--- config.mk ---
export PLATFORM = sky130hd
export DESIGN_NAME = bap_div
export DESIGN_NICKNAME = d
export VERILOG_FILES = /design/src/hw/rtl/bap_pkg.sv /design/src/hw/rtl/bap_div.sv
export SDC_FILE = /design/constraint.sdc
export NUM_CORES = 1
export LEC_CHECK = 0
export BUFFER_PORTS_ARGS = -buffer_cell sky130_fd_sc_hd__buf_2
export CAP_MARGIN = 15
export CORE_AREA = 2 2 181 183
export CTS_CLUSTER_DIAMETER = 150
export DETAILED_ROUTE_END_ITERATION = 6
export DIE_AREA = 0 0 183 185
export GPL_ROUTABILITY_DRIVEN = 0
export PLACE_DENSITY_LB_ADDON = 0.2
export SLEW_MARGIN = 20
export SYNTH_ARGS = -nofsm -noshare
export SYNTH_HDL_FRONTEND = slang
export SYNTH_SLANG_ARGS = --single-unit
export TNS_END_PERCENT = 10
--- constraint.sdc ---
create_clock -name clk -period 5.35 [get_ports clk]
set_clock_uncertainty 0.05 [all_clocks]
set_input_delay 1.07 -clock clk [delete_from_list [all_inputs] [get_ports clk]]
set_output_delay 1.07 -clock clk [all_outputs]
set_load 0.01 [all_outputs]
--- src/hw/rtl/bap_pkg.sv ---
package bap_pkg;

    localparam int MAX_WIDTH_DEF = 4096;
    localparam int MAX_BLOCK_DEF = 200;

    localparam int SUM_W  = 24;
    localparam int FADE_W = 17;
    localparam int CFG_W  = 17;
    localparam int CNT_W  = 18;                   // block_w * block_h, up to 255 * 255
    localparam int NUM_W  = SUM_W + FADE_W - 16;  // (sum * fade) >> 16
    localparam int LANES  = 4;

    localparam logic [16:0] FADE_ONE = 17'd65536;
    localparam logic [12:0] ROW_LIMIT = 13'd4096;

    localparam logic [12:0] FRAME_WIDTH_RST  = 13'd1920;
    localparam logic [12:0] FRAME_HEIGHT_RST = 13'd1080;
    localparam logic [7:0]  BLOCK_SIZE_RST   = 8'd1;
    localparam logic [16:0] FADE_SCALE_RST   = 17'd65536;

    typedef enum logic [1:0] {
        CFG_FRAME_WIDTH  = 2'd0,
        CFG_FRAME_HEIGHT = 2'd1,
        CFG_BLOCK_SIZE   = 2'd2,
        CFG_FADE_SCALE   = 2'd3
    } cfg_idx_t;

    typedef enum logic [2:0] {
        ST_IDLE,
        ST_UPDATE,
        ST_MUL,
        ST_DIV,
        ST_OUT
    } state_t;

    typedef logic [NUM_W-1:0] dnum_t;
    typedef logic [7:0]       quot_t;

endpackage

--- src/hw/rtl/bap_div.sv ---
// Four-lane restoring divider, one quotient bit per cycle.
// First step only checks for overflow (quotient >= 256 saturates to 255).
module bap_div
    import bap_pkg::*;
(
    input  logic                   clk,
    input  logic                   rst_n,
    input  logic                   start,
    input  logic [CNT_W-1:0]       count,
    input  dnum_t [LANES-1:0]      num,
    output logic                   done,
    output quot_t [LANES-1:0]      quot
);

    logic                   busy_reg, busy_next;
    logic [3:0]             step_reg, step_next;
    logic                   done_reg, done_next;
    logic [CNT_W+7:0]       dvs_reg;
    dnum_t [LANES-1:0]      rem_reg;
    quot_t [LANES-1:0]      q_reg;
    logic  [LANES-1:0]      sat_reg;

    always_comb
    begin
        busy_next = busy_reg;
        step_next = step_reg;
        done_next = 1'b0;
        if (start)
        begin
            busy_next = 1'b1;
            step_next = 4'd8;
        end
        else if (busy_reg)
        begin
            step_next = step_reg - 4'd1;
            if (step_reg == 4'd0)
            begin
                busy_next = 1'b0;
                done_next = 1'b1;
            end
        end
    end

    always_ff @(posedge clk or negedge rst_n)
    begin
        if (!rst_n)
        begin
            busy_reg <= 1'b0;
            step_reg <= 4'd0;
            done_reg <= 1'b0;
        end
        else
        begin
            busy_reg <= busy_next;
            step_reg <= step_next;
            done_reg <= done_next;
        end
    end

    always_ff @(posedge clk)
    begin
        if (start)
        begin
            dvs_reg <= {count, 8'd0};
            rem_reg <= num;
            q_reg   <= '0;
            sat_reg <= '0;
        end
        else if (busy_reg)
        begin
            dvs_reg <= dvs_reg >> 1;
            for (int i = 0; i < LANES; i++)
            begin
                if ({{(CNT_W+8-NUM_W){1'b0}}, rem_reg[i]} >= dvs_reg)
                begin
                    rem_reg[i] <= rem_reg[i] - dvs_reg[NUM_W-1:0];
                    if (step_reg[3])
                    begin
                        sat_reg[i] <= 1'b1;
                    end
                    else
                    begin
                        q_reg[i][step_reg[2:0]] <= 1'b1;
                    end
                end
            end
        end
    end

    always_comb
    begin
        for (int i = 0; i < LANES; i++)
        begin
            quot[i] = sat_reg[i] ? 8'hFF : q_reg[i];
        end
    end

    assign done = done_reg;

endmodule

Word level (Yosys, flattened, before mapping)
Index checks and enable logic that the tools add are counted.
{"block": "op_classes", "addsub": 5, "magnitude_cmp": 6, "muxes": 22, "bitwise": 5, "n_reduce_logical": 19}
{"operator": "2-to-1 mux 100 bit", "count": 2}
{"operator": ">= comparator 25 x 26 -> 1 bit", "count": 4}
{"operator": "2-to-1 mux 25 bit", "count": 4}
{"operator": "subtractor 25 bit", "count": 4}
{"operator": "2-to-1 mux 26 bit", "count": 2}
{"operator": "2-to-1 mux 8 bit", "count": 4}
{"operator": "bitwise OR 8 bit", "count": 4}
{"operator": "AND reduction 3 bit", "count": 8}
{"operator": "nonzero test 2 bit", "count": 5}
{"operator": "2-to-1 mux 4 bit", "count": 2}
{"operator": "AND reduction 2 bit", "count": 4}
{"operator": "2-to-1 mux 1 bit", "count": 7}
{"operator": "zero test 4 bit", "count": 1}
{"operator": "less-than comparator 3 x 4 -> 1 bit, second input constant", "count": 1}
{"operator": "subtractor 4 x 1 -> 4 bit, second input constant", "count": 1}
{"operator": "demux 1 bit (select 3 bit)", "count": 1}
{"operator": ">= comparator 3 x 1 -> 1 bit, second input constant", "count": 1}
{"operator": "logical AND 1 bit", "count": 1}
{"operator": "inverter 1 bit", "count": 1}
{"block": "word_totals", "reg_bits": 168, "inputBits": 121, "word_cells": 74}

Logic depth before layout (Yosys ltp)
{"block": "depth", "word_depth": 5, "depth_mapped": 12}

Worst setup path after synthesis
Ideal clock, no wire load.
{"block": "synth_timing", "path_type": "flip-flop to flip-flop", "startpoint": "register dvs_reg[0]", "endpoint": "register rem_reg[0] (netlist bit), enable pin", "setup_ps": 412, "arrival_time_ps": 3315, "required_ps": 4888, "slack_ps": 1573, "stages_incl_launch_ff": 10, "synth_period_minus_slack_ps": 3777, "path_cell_list": "dfxtp_1 ha_1 fa_1 nand2b_1 a21oi_1 a221oi_2 o211ai_2 a221o_1 o21ai_4 o21bai_1"}
{"block": "synth_between", "elab_chain_cells": 3}
{"item": "start: declaration", "line": "bap_div.sv:18", "text": "logic [CNT_W+7:0] dvs_reg;"}
{"item": "start signal: assignment", "line": "bap_div.sv:64", "text": "dvs_reg <= {count, 8'd0};"}
{"item": "start signal: assignment", "line": "bap_div.sv:71", "text": "dvs_reg <= dvs_reg >> 1;"}
{"item": ">= comparator 25 x 26 -> 1 bit", "line": "bap_div.sv:74", "text": "if ({{(CNT_W+8-NUM_W){1'b0}}, rem_reg[i]} >= dvs_reg)"}
{"item": "nonzero test 2 bit (no line)"}
{"item": "AND reduction 2 bit (no line)"}
{"item": "end signal: assignment", "line": "bap_div.sv:65", "text": "rem_reg <= num;"}
{"item": "end signal: indexed assignment", "line": "bap_div.sv:76", "text": "rem_reg[i] <= rem_reg[i] - dvs_reg[NUM_W-1:0];"}
{"item": "end: declaration", "line": "bap_div.sv:19", "text": "dnum_t [LANES-1:0] rem_reg;"}
Every way passes these cells.
A chain may end at the register's enable or synchronous reset.

Worst setup path in the final report
{"block": "layout_timing", "startpoint": "register dvs_reg[15]", "endpoint": "register rem_reg[64] (netlist bit), enable pin"}
Same word-level chain as after synthesis.

==> reports/metrics.cfg <==
[run_status]
status=finished, final reports clean

[routing]
remaining_drc_errors=0
drt-initial-drc-count=999
routedWlPerCell_um=20.0
vias_per_cell=5.82
drt_first_pass_iters=5
antenna_left=0
drt-total-wl_mm=39.0
vias=11400

[die]
io_pins=154
die_width_um=183
core_um2=32000
dieArea_um2=33900
start_util=0.391
die_h_um=185
row_count=66

[clocking]
clk_latency_ps=440
cts.repair.resized=0
cts_max_path_buffers=2
htreeDepth=4
root_buffer=clkbuf_16
clkTransAtPathRegs_ps=70
tritoncts=yes
postCtsHoldBufs=0
cts_buffers=17
cts_setup_buffers=0
cts.sinks=168

[setup_path]
reg2reg_slack_ps=1590
reg2reg_depth=10
critical_path_buf_inv_count=2
path_depth=10
worst_path_dominant_cell_family=compound AO/OA/AOI/OAI gates
endpoint_kind=flop
cp.arrival_ps=3820
cpMaxStageDelayCell=o31a_1
crit_fanout=25
crit_path_max_incr_delay_ps=550
worstSetupPathType=reg2reg
rr_startpoint=dvs_reg[15]
cpMostUsedCell=o21ai_0
crit_chain=inv_1 -> ha_1 -> nand4_1 -> a2111oi_0 -> o21ai_0 -> a31oi_1 -> o31a_1 -> o21ai_0 -> nand2b_1 -> buf_4
startpoint_type=flop
r2r_end=rem_reg[64]
cp.required_ps=5410

[yosys]
yosysSeqAreaShare=0.365
ys_types=79
syn_area_um2=12500
synthCells=1416
synth_ff_type=edfxtp_1
yosys_warnings=0
synth_edf_count=118
ys_async_sr_fraction=0.0357
ys_seq_elements=168
syn_area_per_cell_um2=8.85
syn-num-nets=1643

[sta]
finalHoldViolCount=0
min_period_over_period=0.704
max_freq_mhz=266
rsz0062_at_grt=no
drv_slew=0
hold_ws_ps=405
worst_pin_slew_ps=1190
setup_violations=0
period_needed_ps=3760
setup_tns_ps=0
worst_slack_ps=1590
slew_headroom=0.208

[power]
ir_drop_v=0.000276
power_density_nw_per_um2=689
total_leakage_power_nw=6.06
total_power_mw=9.80

[global_routing]
antenna_found_initial=0
grt.total_usage=0.229
grt_max_degree=111
grt_pass1_wl_mm=59.4
grt_pass1_vias=10700
grt_remaining_overflow=0

[cells_and_area]
final_cell_count_no_fill=1953
area_growth_pct=13.5
nFillCells=3183
drive_gt1_frac=0.157
largest_reg_flops=100
finalInstanceArea_um2=14200
nets=1759
regArea_um2=4570
finish.utilization=0.444
multi_input_area_um2=7420
diodes=0

[placed_design]
place_area_um2=13600
hpwl_mm=29.3
port-buffer-count=153
placed_cells=1921
dp_slack_ps=1630

[min_path]
hold_path.class=in2async

[flow_run]
drv_cap=0

-- placed cells by master (no fill, tap or decap), types with 7 or more instances in the layout --
cell type and count:
nand2_1 164, buf_2 152, o21ai_0 128, edfxtp_1 118, ha_1 102, a21oi_1 91
inv_1 78, nor2_1 74, a21o_1 46, dfxtp_1 44, xnor2_1 40, o31ai_1 39
xor2_1 34, nand3_1 29, a211oi_1 27, nand2b_1 25, nand4_1 24, nor3_1 22
or2_2 21, and3_1 21, clkbuf_16 18, a31oi_1 16, o21a_1 15, nor2b_1 11
mux2i_1 11, o211ai_1 10, a221oi_1 10, o21bai_1 9, a22o_1 8, and2_1 8
o21ba_2 8, buf_4 8, and4_1 7
-- cells by family after synthesis --
kind of cell             Yosys count  synth area share
AO/OA/AOI/OAI                    472             0.248
AND/OR/NAND/NOR                  434             0.169
flip-flops                       168             0.365
buffers and inverters            145            0.0438
adder cells (fa/ha/maj)          106             0.108
XOR/XNOR                          74            0.0517
multiplexers                      17            0.0142
-- cell usage after synthesis, types with 27 or more instances --
master,instances,area share
a21oi_1,91,0.036
xor2_1,34,0.024
nand2_1,164,0.049
o21ai_0,128,0.051
clkbuf_1,56,0.017
ha_1,102,0.10
inv_1,78,0.023
xnor2_1,40,0.028
o31ai_1,39,0.023
dfxtp_1,44,0.070
a21o_1,46,0.028
edfxtp_1,118,0.28
nand3_1,29,0.012
a211oi_1,27,0.016
nor2_1,74,0.022
-- layer usage --
| metal | vias up | GRT usage | share of wire | wire length, µm |
|---|---|---|---|---|
| li1 | 5499 | - | - | - |
| met1 | 5389 | 0.315 | 0.46 | 17800 |
| met2 | 424 | 0.363 | 0.45 | 17400 |
| met3 | 64 | 0.0313 | 0.061 | 2360 |
| met4 | 0 | 0.0973 | 0.037 | 1430 |
| met5 | - | 0 | 0 | 0 |
-- power by group --
part           internal (mW)  total, mW  leakage [nW]  switching, mW
combinational           2.44       6.22          4.13           3.78
clock                  0.663       1.26         0.290          0.600
sequential              2.10       2.32          1.64          0.220
-- worst max path at each step --
stage / start / end / slack (ps)
floorplan: dvs_reg[0] / rem_reg[0] / 1570
global placement: dvs_reg[0] / rem_reg[41] / 1690
detailed placement: dvs_reg[0] / rem_reg[30] / 1630
CTS: dvs_reg[0] / rem_reg[28] / 1610
global route: dvs_reg[1] / rem_reg[84] / 1390
finish: dvs_reg[15] / rem_reg[64] / 1590
-- area by class of cell --
class	instances	area share
Clock inverter	12	0.00721
Inverter	81	0.0214
Sequential cell	168	0.322
Timing Repair Buffer	161	0.0587
Multi-Input combinational cell	1103	0.522
Clock buffer	20	0.0336
Tap cell	408	0.0359
Note: power is estimated with default switching activity, not from simulation.
